===== config.mk =====
export PLATFORM = sky130hd
export DESIGN_NAME = srie_regfile
export DESIGN_NICKNAME = d
export VERILOG_FILES = /design/src/rtl/srie_pkg.sv /design/src/rtl/srie_regfile.sv
export SDC_FILE = /design/constraint.sdc
export NUM_CORES = 2
export LEC_CHECK = 0
export BUFFER_PORTS_ARGS = -buffer_cell sky130_fd_sc_hd__buf_2
export CORE_ASPECT_RATIO = 0.8
export CORE_MARGIN = 2
export CORE_UTILIZATION = 50
export DETAILED_ROUTE_END_ITERATION = 12
export PLACE_DENSITY_LB_ADDON = 0.05
export RECOVER_POWER = 50
export SYNTH_ARGS = -nofsm -noshare
export SYNTH_HDL_FRONTEND = slang
export SYNTH_SLANG_ARGS = --single-unit

===== constraint.sdc =====
create_clock -name clk_i -period 6.75 [get_ports clk_i]
set_clock_uncertainty 0.2 [all_clocks]
set_input_delay 1.0125 -clock clk_i [delete_from_list [all_inputs] [get_ports clk_i]]
set_output_delay 1.0125 -clock clk_i [all_outputs]
set_load 0.02 [all_outputs]

===== src/rtl/srie_pkg.sv =====
// Package of the small RISC instruction executor: constants, codes, result type, helpers.
`timescale 1ns / 1ps

package srie_pkg;

  // Storage sizes and reset values.
  localparam int unsigned DATA_WORDS    = 256;
  localparam int unsigned MEM_IDX_W     = 8;
  localparam int unsigned RF_DEPTH      = 32;
  localparam int unsigned RF_AW         = 5;
  localparam logic [31:0] START_ADDRESS = 32'd64;
  localparam logic [31:0] PC_STEP       = 32'd4;
  localparam logic [31:0] DataWordsW    = 32'(DATA_WORDS);

  // Instruction categories, bits 31..29.
  localparam logic [2:0] CAT_CTRL = 3'b001;
  localparam logic [2:0] CAT_REG  = 3'b010;
  localparam logic [2:0] CAT_IMM  = 3'b100;

  // Control category opcodes.
  localparam logic [2:0] OP_NOP   = 3'd0;
  localparam logic [2:0] OP_J     = 3'd1;
  localparam logic [2:0] OP_BEQ   = 3'd2;
  localparam logic [2:0] OP_BNE   = 3'd3;
  localparam logic [2:0] OP_BGTZ  = 3'd4;
  localparam logic [2:0] OP_SW    = 3'd5;
  localparam logic [2:0] OP_LW    = 3'd6;
  localparam logic [2:0] OP_BREAK = 3'd7;

  // Register category opcodes.
  localparam logic [2:0] OP_XOR  = 3'd0;
  localparam logic [2:0] OP_MUL  = 3'd1;
  localparam logic [2:0] OP_ADD  = 3'd2;
  localparam logic [2:0] OP_SUB  = 3'd3;
  localparam logic [2:0] OP_AND  = 3'd4;
  localparam logic [2:0] OP_OR   = 3'd5;
  localparam logic [2:0] OP_ADDU = 3'd6;
  localparam logic [2:0] OP_SUBU = 3'd7;

  // Immediate category opcodes.
  localparam logic [2:0] OP_ORI  = 3'd0;
  localparam logic [2:0] OP_XORI = 3'd1;
  localparam logic [2:0] OP_ADDI = 3'd2;
  localparam logic [2:0] OP_SUBI = 3'd3;
  localparam logic [2:0] OP_ANDI = 3'd4;
  localparam logic [2:0] OP_SRL  = 3'd5;
  localparam logic [2:0] OP_SRA  = 3'd6;
  localparam logic [2:0] OP_SLL  = 3'd7;

  // Result status codes.
  typedef enum logic [1:0] {
    STATUS_OK    = 2'd0,
    STATUS_UNDEF = 2'd1,
    STATUS_RANGE = 2'd2
  } status_e;

  // Everything one executed word produces, carried from execute to writeback.
  typedef struct packed {
    logic [31:0]          next_pc;
    logic                 halted;
    logic                 reg_written;
    logic [RF_AW-1:0]     reg_index;
    logic [31:0]          reg_value;
    logic                 mem_written;
    logic [MEM_IDX_W-1:0] mem_index;
    logic [31:0]          mem_value;
    logic                 is_load;
    logic [MEM_IDX_W-1:0] load_addr;
    status_e              status;
  } exec_res_t;

  // First register read address: C for the register category, A otherwise.
  function automatic logic [RF_AW-1:0] rf_x_addr(input logic [31:0] instr);
    rf_x_addr = (instr[31:29] == CAT_REG) ? instr[15:11] : instr[25:21];
  endfunction

  // Sign extension of the 16-bit immediate.
  function automatic logic [31:0] sext16(input logic [15:0] imm);
    sext16 = {{16{imm[15]}}, imm};
  endfunction

endpackage


===== src/rtl/srie_regfile.sv =====
// Register file: 32 x 32 synchronous memory, two read ports, write bypass, reset-valid bits.
`timescale 1ns / 1ps

module srie_regfile import srie_pkg::*; (
  input  logic             clk_i,
  input  logic             rst_ni,
  input  logic             we_i,
  input  logic [RF_AW-1:0] waddr_i,
  input  logic [31:0]      wdata_i,
  input  logic             re_i,
  input  logic [RF_AW-1:0] raddr_x_i,
  input  logic [RF_AW-1:0] raddr_y_i,
  output logic [31:0]      rdata_x_o,
  output logic [31:0]      rdata_y_o
);

  logic [31:0]         mem [RF_DEPTH];
  logic [RF_DEPTH-1:0] valid_q;
  logic [31:0]         rdata_x_q;
  logic [31:0]         rdata_y_q;

  // Valid bits: an entry never written reads as zero.
  always_ff @(posedge clk_i or negedge rst_ni) begin
    if (!rst_ni) begin
      valid_q <= '0;
    end else if (we_i) begin
      valid_q[waddr_i] <= 1'b1;
    end
  end

  // Array write and registered reads; a write at the same edge is passed through.
  always_ff @(posedge clk_i) begin
    if (we_i) begin
      mem[waddr_i] <= wdata_i;
    end
    if (re_i) begin
      if (we_i && (waddr_i == raddr_x_i)) begin
        rdata_x_q <= wdata_i;
      end else begin
        rdata_x_q <= valid_q[raddr_x_i] ? mem[raddr_x_i] : 32'd0;
      end
      if (we_i && (waddr_i == raddr_y_i)) begin
        rdata_y_q <= wdata_i;
      end else begin
        rdata_y_q <= valid_q[raddr_y_i] ? mem[raddr_y_i] : 32'd0;
      end
    end
  end

  assign rdata_x_o = rdata_x_q;
  assign rdata_y_o = rdata_y_q;

endmodule


Yosys cells after proc, flatten, opt, wreduce, memory -nomap -nowiden
Memories as Yosys holds them, arrays and structs flattened.
Cells that the tools add are included.
{"block": "totals", "ff_bits": 96, "ram_bits": 1024, "latch_bits": 0, "elab_cells": 26, "memories": 1, "output_inout_bits": 64, "rom_bits": 0, "input_bits": 51}
{"block": "op_classes", "mux": 12, "n_bitwise": 1, "add_sub_neg": 0, "multipliers": 0, "reduce_logical": 3, "n_div": 0, "n_eq_ne": 2, "shifts": 0, "magnitude_cmp": 4}
{"memory": "mem", "depth": 32, "width": 32, "rd": 2, "rd_ports_with_merged_regs": 0, "write_ports": 1, "line": "srie_regfile.sv:17", "rtl": "logic [31:0] mem [RF_DEPTH];"}
{"op": "32-bit 2-to-1 mux", "count": 4}
{"op": "32-bit bitwise OR", "count": 1}
{"op": "5-bit by 6-bit less-than comparator with 1-bit output (second input constant)", "count": 3}
{"op": "1-bit binary-select mux with 5-bit select", "count": 2}
{"op": "5-bit equality test", "count": 2}
{"op": "1-bit demux with 5-bit select", "count": 1}
{"op": "5-bit by 1-bit greater-or-equal comparator with 1-bit output (second input constant)", "count": 1}
{"op": "1-bit 2-to-1 mux", "count": 5}
{"op": "1-bit logical AND", "count": 3}

Logic depth before layout (Yosys ltp)
{"block": "depth", "word_depth": 5, "mapped_depth": 11, "mapped_depth_nobuf": 5}

Least setup slack after synthesis
Ideal clock, no wire load.
{"block": "synth_path", "path_kind": "in2reg", "start": "input waddr_i[0]", "end": "memory mem[28][0], enable pin", "setup_ns": 0.422, "required_ns": 6.128, "setup_slack_ns": 2.929, "t_arrival_ns": 3.199, "n_path_buf": 2, "path_stages": 4, "cell_sequence": "clkbuf_1 or3b_2 clkbuf_1 nor2_1"}
{"item": "start: declaration", "line": "srie_regfile.sv:8", "rtl": "input logic [RF_AW-1:0] waddr_i,"}
{"item": "end: declaration", "line": "srie_regfile.sv:17"}
Straight into the memory's write port.

Final worst setup path
{"block": "layout_path", "start": "input waddr_i[1]", "end": "memory mem[4][14], enable pin"}
Straight into the memory's write port.

==> summary.md <==
| Metric | Value |
|---|---|
| R2R setup slack | ~3.7 ns |
| Status | finished, violations left |
| Leak Pwr | 0.0180 uW |
| Slowest stage delay, CP | approximately 1.7 ns |
| Achievable Freq | between 200 and 250 MHz |
| Final worst-path cycle share | 0.626 |
| Reg-to-Reg Start | valid_q[25]$_DFFE_PN0P_ |
| # nets final | ~2600 |
| DR pass1 iterations | 5 |
| Setup TNS | 0 ns |
| HPWL Detailed | about 80 mm |
| Critical path fanouts, max | 22 |
| Max cap viols | 7 |
| Top delay family on crit path | simple AND/OR/NAND/NOR gates |
| Max-slew headroom | -0.470 |
| Area contributors post-synth | edfxtp_1, mux4_2, mux2i_1 |
| First-pass GRT wire length | between 200 and 250 mm |
| Core Region | ~100000 um2 |
| Grt total ovfl | 0 |
| Resized cells post-CTS | 0 |
| Synth Cell Area | ~51000 um2 |
| Worst-path clk slew | 0.06 ns |
| Total Die Area | roughly 100000 um2 |
| Fill count | roughly 7500 |
| Share of cells above drive strength 1 | 0.354 |
| Register area share after synthesis | 0.657 |
| Hold Fails Final Rpt | 0 |
| Root buf cell | clkbuf_16 |
| P per Cell Area | around 280 nW/um2 |
| Largest net degree at the start of global routing | ~120 |
| Hold Slack | a little under 0.3 ns |
| CTS HTree Levels | 3 |
| Worst Hold Launch | valid_q[23]$_DFFE_PN0P_ |
| Area fraction of the dominant cell type after synthesis | 0.641 |
| Critical path arrival | between 4 and 5 ns |
| Fin. max-slew vios | about 170 |
| CP endpoint kind | register |
| Yosys reg bits | around 1100 |
| HP Class | register to register |
| Worst path cell trace | clkbuf_1 > or3b_1 > nor2_1 > buf_4 |
| Critical Path Sink | mem[4][14]$_DFFE_PP_ |
| Failing checks | capacitance limit, slew limit |
| GPL Wtd Cong | roughly 0.80 |
| # Post-CTS Setup Buffers | 0 |
| Buf/Inv on CP | 2 |
| WL per Instance | about 39 um |
| Num Clock Sinks | ~1100 |
| Slew @ Worst Pin | about 2.2 ns |
| CTS Buf Count | 114 |
| Initial Util | 0.506 |
| Synth Flop Type | edfxtp_1 |
| Via/cell ratio | ~7.1 |
| Reg area | 33500 um2 |
| RSZ-0062 raised after global routing | no |
| Setup-failing EPs final | 0 |
| Site Rows | between 100 and 150 |
| Iter 0 DRT Violations | 4150 |
| Number of flops mapped to enable cells by yosys | between 1000 and 1500 |
| Hold_buf cts | 0 |
| Final ANT Viol Nets | 0 |
| Die width | around 360 um |
| Classification of the worst setup path | primary input to register |
| Area of the multi-input gates | roughly 17000 um2 |
| Critical path's slowest cell | nor2_1 |
| VDD IR-drop max | between 0.0002 and 0.00025 V |
| Skew-Pair Late Insertion Delay | about 0.73 ns |
| Worst-case reg-to-reg path depth | 6 |
| DRC | 0 |
| Fin cells | around 4000 |
| Pre-CTS setup slack | 2.29 ns |
| Power Total | 16000 uW |
| Yosys cell types | between 40 and 50 |
| Cell depth of the worst setup path | 4 |
| R2R Path End | rdata_x_o[2]$_DFFE_PP_ |
| Synth area leader | edfxtp_1 |
| CP Launch Point | waddr_i[1] |
| Total GRT Usage | 0.299 |
| WP data required | between 6 and 7 ns |
| Chip height | between 200 and 300 um |
| Via count | 28700 |
| TritonCTS clock tree | yes |
| Syn Nets | between 2000 and 3000 |
| Vias in the first global route | between 20000 and 30000 |
| Final wirelength | 155 mm |
| Post-Syn Instances | 2500 |
| Synth-to-Final Area Change | 11.9% |
| Ys Warns | 0 |
| Syn Area/Cell | approximately 20 um2 |
| Top-count cell post-synth | edfxtp_1 |
| Clk buf depth | 3 |
| IO Port Bufs | around 110 |
| Tmin final | between 4 and 5 ns |
| Final worst slack | between 2 and 3 ns |
| Startpoint Class | primary input |
| Dpl cells | 3803 |
| Initial antenna violation count | 5 |
| Io pins | 115 |
| Top cells by count, synth | edfxtp_1, mux4_2, clkbuf_1 |
| Fraction of registers with async set/reset | 0.0286 |
## per-stage QoR
stage / area (um2) / util
2_1_floorplan: 51000 / -
3_3_place_gp: 53200 / 0.528
5_1_grt: 57100 / 0.566
6_report: 57100 / 0.566
4_1_cts: 57100 / 0.567
3_5_place_dp: 53200 / 0.528
## state kept, by name (all words and copies together), names as in the netlist
name,count
mem,1024
rdata_x_o,32
rdata_y_o,32
valid_q,32
## layout by cell type, fill, tap and decap left out, types with 12 or more instances in the layout
cell type,instances
bufinv_16,20
mux4_2,546
a21oi_1,40
edfxtp_1,1088
a221oi_1,22
clkinv_2,24
buf_4,64
nand2b_1,12
clkbuf_1,53
nand2_1,60
clkinv_1,20
nand3_1,58
o21a_1,12
o21ai_0,32
nor2_1,12
or2_2,44
a32o_1,27
clkbuf_16,115
buf_2,72
a22oi_1,101
nor2_4,27
dfrtp_1,32
mux2i_1,93
## kinds of logic after synthesis
family,count (synthesis),synth area share
DFF,1120,0.657
muxes,640,0.260
AOI/OAI and AO/OA,273,0.0393
and+or+nand+nor,247,0.0241
buffers and inverters,210,0.0187
xor gates and xnor gates,10,0.00172
## power breakdown
part | switching (uW) | internal (uW)
combinational | 822 | 585
clock | 2760 | 3950
sequential | 84.3 | 7810
total | 3670 | 12300
## area by class of cell
type | count | area share
antenna | 1 | 0.0000439
clock buffer | 139 | 0.0531
clock inverter | 75 | 0.0160
inverter | 5 | 0.000351
multi-input combinational | 1170 | 0.294
sequential | 1120 | 0.587
tap | 1325 | 0.0291
timing repair buffer | 183 | 0.0205
## how the worst min path moves through the flow
stage	endpoint	slack [ns]	cells after the start
finish	valid_q[23]$_DFFE_PN0P_	0.30	1
global route	valid_q[0]$_DFFE_PN0P_	0.30	1
CTS	valid_q[23]$_DFFE_PN0P_	0.15	1
detailed placement	valid_q[0]$_DFFE_PN0P_	0.28	1
global placement	valid_q[28]$_DFFE_PN0P_	0.26	1
floorplan	valid_q[14]$_DFFE_PN0P_	0.25	1
## per-layer routing
layer,up-vias,GRT usage,share of wire
li1,11100,-,-
met1,15600,0.449,0.42
met2,1649,0.454,0.46
met3,275,0.0628,0.095
met4,4,0.0777,0.026
met5,-,0,0.00020
Power figures use the tool's default switching activity.
