[config.mk]
export PLATFORM = sky130hd
export DESIGN_NAME = srie_exec
export DESIGN_NICKNAME = d
export VERILOG_FILES = /design/src/rtl/srie_pkg.sv /design/src/rtl/srie_exec.sv
export SDC_FILE = /design/constraint.sdc
export NUM_CORES = 2
export LEC_CHECK = 0
export BUFFER_PORTS_ARGS = -buffer_cell sky130_fd_sc_hd__buf_2
export CELL_PAD_IN_SITES_DETAIL_PLACEMENT = 0
export CELL_PAD_IN_SITES_GLOBAL_PLACEMENT = 1
export CORE_UTILIZATION = 40
export DETAILED_ROUTE_END_ITERATION = 10
export MAX_ROUTING_LAYER = met4
export PLACE_DENSITY = 0.78
export SYNTH_ARGS = -nofsm -noshare
export SYNTH_HDL_FRONTEND = slang
export SYNTH_SLANG_ARGS = --single-unit
[constraint.sdc]
create_clock -name vclk -period 8.66
set_input_delay 0.433 -clock vclk [all_inputs]
set_output_delay 0.433 -clock vclk [all_outputs]
set_load 0.02 [all_outputs]
[src/rtl/srie_pkg.sv]
// Package of the small RISC instruction executor: constants, codes, result type, helpers.
`timescale 1ns / 1ps

package srie_pkg;

  // Storage sizes and reset values.
  localparam int unsigned DATA_WORDS    = 256;
  localparam int unsigned MEM_IDX_W     = 8;
  localparam int unsigned RF_DEPTH      = 32;
  localparam int unsigned RF_AW         = 5;
  localparam logic [31:0] START_ADDRESS = 32'd64;
  localparam logic [31:0] PC_STEP       = 32'd4;
  localparam logic [31:0] DataWordsW    = 32'(DATA_WORDS);

  // Instruction categories, bits 31..29.
  localparam logic [2:0] CAT_CTRL = 3'b001;
  localparam logic [2:0] CAT_REG  = 3'b010;
  localparam logic [2:0] CAT_IMM  = 3'b100;

  // Control category opcodes.
  localparam logic [2:0] OP_NOP   = 3'd0;
  localparam logic [2:0] OP_J     = 3'd1;
  localparam logic [2:0] OP_BEQ   = 3'd2;
  localparam logic [2:0] OP_BNE   = 3'd3;
  localparam logic [2:0] OP_BGTZ  = 3'd4;
  localparam logic [2:0] OP_SW    = 3'd5;
  localparam logic [2:0] OP_LW    = 3'd6;
  localparam logic [2:0] OP_BREAK = 3'd7;

  // Register category opcodes.
  localparam logic [2:0] OP_XOR  = 3'd0;
  localparam logic [2:0] OP_MUL  = 3'd1;
  localparam logic [2:0] OP_ADD  = 3'd2;
  localparam logic [2:0] OP_SUB  = 3'd3;
  localparam logic [2:0] OP_AND  = 3'd4;
  localparam logic [2:0] OP_OR   = 3'd5;
  localparam logic [2:0] OP_ADDU = 3'd6;
  localparam logic [2:0] OP_SUBU = 3'd7;

  // Immediate category opcodes.
  localparam logic [2:0] OP_ORI  = 3'd0;
  localparam logic [2:0] OP_XORI = 3'd1;
  localparam logic [2:0] OP_ADDI = 3'd2;
  localparam logic [2:0] OP_SUBI = 3'd3;
  localparam logic [2:0] OP_ANDI = 3'd4;
  localparam logic [2:0] OP_SRL  = 3'd5;
  localparam logic [2:0] OP_SRA  = 3'd6;
  localparam logic [2:0] OP_SLL  = 3'd7;

  // Result status codes.
  typedef enum logic [1:0] {
    STATUS_OK    = 2'd0,
    STATUS_UNDEF = 2'd1,
    STATUS_RANGE = 2'd2
  } status_e;

  // Everything one executed word produces, carried from execute to writeback.
  typedef struct packed {
    logic [31:0]          next_pc;
    logic                 halted;
    logic                 reg_written;
    logic [RF_AW-1:0]     reg_index;
    logic [31:0]          reg_value;
    logic                 mem_written;
    logic [MEM_IDX_W-1:0] mem_index;
    logic [31:0]          mem_value;
    logic                 is_load;
    logic [MEM_IDX_W-1:0] load_addr;
    status_e              status;
  } exec_res_t;

  // First register read address: C for the register category, A otherwise.
  function automatic logic [RF_AW-1:0] rf_x_addr(input logic [31:0] instr);
    rf_x_addr = (instr[31:29] == CAT_REG) ? instr[15:11] : instr[25:21];
  endfunction

  // Sign extension of the 16-bit immediate.
  function automatic logic [31:0] sext16(input logic [15:0] imm);
    sext16 = {{16{imm[15]}}, imm};
  endfunction

endpackage

[src/rtl/srie_exec.sv]
// Execute logic: decodes one word and computes next pc, halt, writes and status.
`timescale 1ns / 1ps

module srie_exec import srie_pkg::*; (
  input  logic                 func_i,
  input  logic [31:0]          instr_i,
  input  logic [MEM_IDX_W-1:0] load_index_i,
  input  logic [31:0]          load_value_i,
  input  logic [31:0]          op_x_i,
  input  logic [31:0]          op_y_i,
  input  logic [31:0]          pc_i,
  input  logic                 halt_i,
  input  logic [15:0]          data_base_i,
  output exec_res_t            res_o
);

  logic [2:0]  cat;
  logic [2:0]  op;
  logic [15:0] imm;
  logic [31:0] imm_s;
  logic [4:0]  sa;
  logic [31:0] seq_pc;
  logic [31:0] target;
  logic [31:0] addr_diff;
  logic        addr_bad;
  logic [31:0] alu_r;
  logic [31:0] imm_r;

  assign cat       = instr_i[31:29];
  assign op        = instr_i[28:26];
  assign imm       = instr_i[15:0];
  assign imm_s     = sext16(imm);
  assign sa        = instr_i[4:0];
  assign seq_pc    = pc_i + PC_STEP;
  assign target    = seq_pc + {imm_s[29:0], 2'b00};
  assign addr_diff = op_x_i + imm_s - {16'd0, data_base_i};
  assign addr_bad  = {2'b00, addr_diff[31:2]} >= DataWordsW;

  // Register-register operations.
  always_comb begin
    case (op)
      OP_XOR:            alu_r = op_y_i ^ op_x_i;
      OP_MUL:            alu_r = op_y_i * op_x_i;
      OP_ADD, OP_ADDU:   alu_r = op_y_i + op_x_i;
      OP_SUB, OP_SUBU:   alu_r = op_y_i - op_x_i;
      OP_AND:            alu_r = op_y_i & op_x_i;
      default:           alu_r = op_y_i | op_x_i;
    endcase
  end

  // Register-immediate operations and shifts.
  always_comb begin
    case (op)
      OP_ORI:  imm_r = op_y_i | {16'd0, imm};
      OP_XORI: imm_r = op_y_i ^ {16'd0, imm};
      OP_ADDI: imm_r = op_y_i + imm_s;
      OP_SUBI: imm_r = op_y_i - imm_s;
      OP_ANDI: imm_r = op_y_i & {16'd0, imm};
      OP_SRL:  imm_r = op_y_i >> sa;
      OP_SRA:  imm_r = 32'($signed(op_y_i) >>> sa);
      default: imm_r = op_y_i << sa;
    endcase
  end

  // Decode and result assembly.
  always_comb begin
    res_o             = '0;
    res_o.next_pc     = pc_i;
    res_o.halted      = halt_i;
    res_o.status      = STATUS_OK;
    if (func_i) begin
      // Preload of one data word; the pc does not move.
      if ({{(32-MEM_IDX_W){1'b0}}, load_index_i} < DataWordsW) begin
        res_o.mem_written = 1'b1;
        res_o.mem_index   = load_index_i;
        res_o.mem_value   = load_value_i;
      end else begin
        res_o.status = STATUS_RANGE;
      end
    end else if (!halt_i) begin
      res_o.next_pc = seq_pc;
      case (cat)
        CAT_CTRL: begin
          case (op)
            OP_NOP: begin
            end
            OP_J: begin
              res_o.next_pc = {seq_pc[31:28], instr_i[25:0], 2'b00};
            end
            OP_BEQ: begin
              if (op_x_i == op_y_i) res_o.next_pc = target;
            end
            OP_BNE: begin
              if (op_x_i != op_y_i) res_o.next_pc = target;
            end
            OP_BGTZ: begin
              if ((op_x_i != 32'd0) && !op_x_i[31]) res_o.next_pc = target;
            end
            OP_SW, OP_LW: begin
              if (addr_bad) begin
                res_o.status = STATUS_RANGE;
              end else if (op == OP_SW) begin
                res_o.mem_written = 1'b1;
                res_o.mem_index   = addr_diff[MEM_IDX_W+1:2];
                res_o.mem_value   = op_y_i;
              end else begin
                // The loaded word arrives from the data memory in writeback.
                res_o.is_load     = 1'b1;
                res_o.load_addr   = addr_diff[MEM_IDX_W+1:2];
                res_o.reg_written = 1'b1;
                res_o.reg_index   = instr_i[20:16];
              end
            end
            default: begin
              res_o.halted = 1'b1;
            end
          endcase
        end
        CAT_REG: begin
          res_o.reg_written = 1'b1;
          res_o.reg_index   = instr_i[25:21];
          res_o.reg_value   = alu_r;
        end
        CAT_IMM: begin
          res_o.reg_written = 1'b1;
          res_o.reg_index   = instr_i[25:21];
          res_o.reg_value   = imm_r;
        end
        default: begin
          res_o.status = STATUS_UNDEF;
        end
      endcase
    end
  end

endmodule

; ---- Word-level counts from Yosys, hierarchy flattened
; Index checks and enable logic that the tools add are counted.
[op_classes]
add_sub_neg = 8
mul = 1
order_cmp = 1
n_eq_ne = 12
n_shift = 3
mux = 25
bitwise = 6
n_reduce_logical = 9
[op_table]
columns = cell, count
row1 = $pmux W32 S7, 1
row2 = $pmux W32 S5, 1
row3 = $add A32 B32 Y32, 4
row4 = $pmux W32 S4, 1
row5 = $mux W123, 1
row6 = $mux W50, 2
row7 = $mux W32, 3
row8 = $mux W41, 2
row9 = $mux W71, 1
row10 = $pmux W32 S2, 1
row11 = $sub A32 B32 Y32, 2
row12 = $mux W52, 1
row13 = $mux W33, 1
row14 = $add A32 B3 Y32 const B, 1
row15 = $and A32 B16 Y32, 1
row16 = $and A32 B32 Y32, 1
row17 = $eq A32 B32 Y1, 1
row18 = $mul A32 B32 Y32, 1
row19 = $ne A32 B32 Y1, 1
row20 = $or A32 B16 Y32, 1
row21 = $or A32 B32 Y32, 1
row22 = $reduce_bool A32 Y1, 1
row23 = $shl A32 B5 Y32, 1
row24 = $shr A32 B5 Y32, 1
row25 = 19 further kinds, 33
[totals]
ff_bits = 0
in_bits = 186
out_inout_bits = 123
wordCells = 65

; ---- Depth between registers and ports, before layout
[depth]
word_depth = 8
mapped_depth = 31
mapped_depth_nobuf = 28

; ---- Worst setup path before layout
; Ideal clock, no wire load.
[synth_path]
kind = input port to output port
start = in op_x_i[4]
end = out res_o[82] in the netlist's numbering
arrival_ps = 8003
required_time_ps = 8227
setup_slack_ps = 224
cell_stages = 29
n_path_buf = 3
path_cell_list = clkbuf_1 clkinv_1 clkbuf_1 nor2_1 fa_1 inv_1 fa_1 fa_1 fa_1 inv_1 fa_1 inv_1 fa_1 inv_1 fa_1 fa_1 ha_1 clkbuf_1 a21o_1 a21o_1 a21o_1 a21oi_1 o311ai_0 a311o_1 a21o_1 a21oi_1 o21ai_0 xnor2_1 o211ai_1
[synth_rtl]
columns = item, line
row1 = "start, declared", srie_exec.sv:9  ; input logic [31:0] op_x_i,
row2 = "end, declared", srie_exec.sv:14  ; output exec_res_t res_o

==> impl_metrics.toml <==
[status]
status = "finished clean"

[logic_synthesis]
synthTopCellsByArea = "fa_1, ha_1, inv_1"
ys_warn_count = 0
syn_avg_cell_area_um2 = 7.324
synth_fp_nets = 5410
synth_top_area_share_pct = 26.30
netlist_area_mm2 = 0.03250
netlist_instances = 4437
yosysMostFrequentCell = "inv_1"
ys_top_cells_by_count = "inv_1, nor2_1, nand2_1, fa_1, ha_1"
synthDistinctLibCells = 83
synth.largest_area_cell = "fa_1"
seq_area_frac_synth_pct = 0

[worst_setup_path]
path_max_fanout = 5
slowest_delay_ps = 530
critical_path_buf_inv_count = 9
cp-end-kind = "output pin"
worstSetupStartpointType = "input pin"
cp_common_cell = "fa_1"
path_delay_family = "adder cells"
crit_slowest_cell = "fa_1"
cp.required_ps = 8230
arrival_ps = 8100
crit_type = "in -> out"

[grt]
grt-ovfl-total = 0
antenna_found_initial = 13
grt_max_degree = 78
grt_pass1_wl_mm = 234.0
track_usage_pct = 40.02
grt_pass1_vias = 34010

[timing]
worst_slew_pin_slew_ps = 1224
fmax_mhz = 117.2
slew_viol_final = 0
setup_viol = 0
post-route-period-util_pct = 98.53
hold_slack_ps = 1156
rsz0062_at_grt = "yes"
setup-tns-final_ps = 0
fin_ws_ps = 127.5
period_needed_ps = 8533
max-slew-margin-rel_pct = 18.10
hold_viol = 0

[worst_hold_path]
min_path_type = "in -> out"

[route]
routed_wl_mm = 164.6
num_vias = 35420
wire_per_inst_um = 28.40
firstDrtPassIters = 6
drc = 0
drt-vias-per-instance = 6.113
drt-initial-drc-count = 4043
ant_nets = 0

[final_layout]
seq_cells = 0
regArea_um2 = 0
drive_above_1_share_pct = 13.76
num-nets-final = 5699
instances_no_fill = 5794
area_growth_pct = 11.63
clock_buffers = 0

[die]
ios = 309
die_h_um = 287.0
die_area_mm2 = 0.08239
coreArea_mm2 = 0.08042
initial_utilization_pct = 40.41
row_count = 104
die_w_um = 287.0

[placed_design]
gp_congestion = 1.067
dp.cells = 5783
io_buffers = 309
dpl.hpwl_mm = 135.7
dpl_worst_slack_ps = 50.32

[clock_tree]
ctsHoldBuffers = 0

[flow_run]
maxCapViolCount = 0
## through the flow
step	area [µm²]	utilization, %
finish	36280	45.11
global route	36270	45.11
CTS	36200	45.02
detailed placement	36200	45.02
global placement	36200	45.02
floorplan	32500	-
## placed cells by master, fill, tap and decap left out, types with 14 or more instances in the layout
cell       count
nor2b_1       24
a21oi_1      300
a21o_1        72
ha_1         360
mux4_2        17
nor2_1       565
a211o_1       17
nand2_1      482
a221o_1       14
o31ai_2       35
o21bai_1      25
a211oi_1      37
o21ai_0      260
mux2i_1       88
nor4_1        19
o221ai_1      15
a22oi_1       15
o2111ai_1     15
nand4_1       16
o31ai_1       25
a221oi_1      43
xnor2_1      152
buf_4        235
nand3_1       62
or3_1         22
fa_1         426
nor3_1        75
xor2_1        54
inv_1        589
buf_2        306
and3_1        22
o211ai_1      31
nand2b_1      38
a31oi_1       24
o21a_1        34
o22ai_1       19
## layout make-up
| cell class | count | area (µm²) |
|---|---|---|
| fillers | 8429 | 44140 |
| multi-input cells | 3569 | 29260 |
| repair buffers | 546 | 3374 |
| inverters | 609 | 2293 |
| well taps | 1060 | 1326 |
| diodes | 10 | 25.02 |
## layer usage
metal  wire length (µm)  GRT usage [%]  up-vias  part of all wire (%)
li1                   -              -    15480                     -
met2              70670          59.77     2087                    43
met5                  0              -        -                     0
met3              18300          8.683      373                    11
met1              66970          52.29    17480                    41
met4               8621          16.16        0                   5.2
## cell families (layout without fill, tap and decap cells)
kind of cell / count (synthesis) / count (layout) / share of synthesized area, %
AND/OR/NAND/NOR: 1388 / 1388 / 18.24
multiplexers: 113 / 113 / 4.166
buffers and inverters: 868 / 1155 / 10.11
XOR/XNOR: 206 / 206 / 5.552
AO/OA/AOI/OAI: 1075 / 1075 / 21.77
other: 0 / 10 / 0
adder cells (fa/ha/maj): 787 / 787 / 40.16
## repair_timing
action	4_1_cts	5_1_grt
setup endpoints to repair	0	5
endpoints found under the hold margin	0	0
setup buffers	0	1
gates resized for setup	0	16
## worst paths after layout
kind	start	end	slack [ps]	depth (start not counted)
hold / removal	pc_i[31]	res_o[122]	1160	3
setup / recovery	op_x_i[7]	res_o[78]	130	28
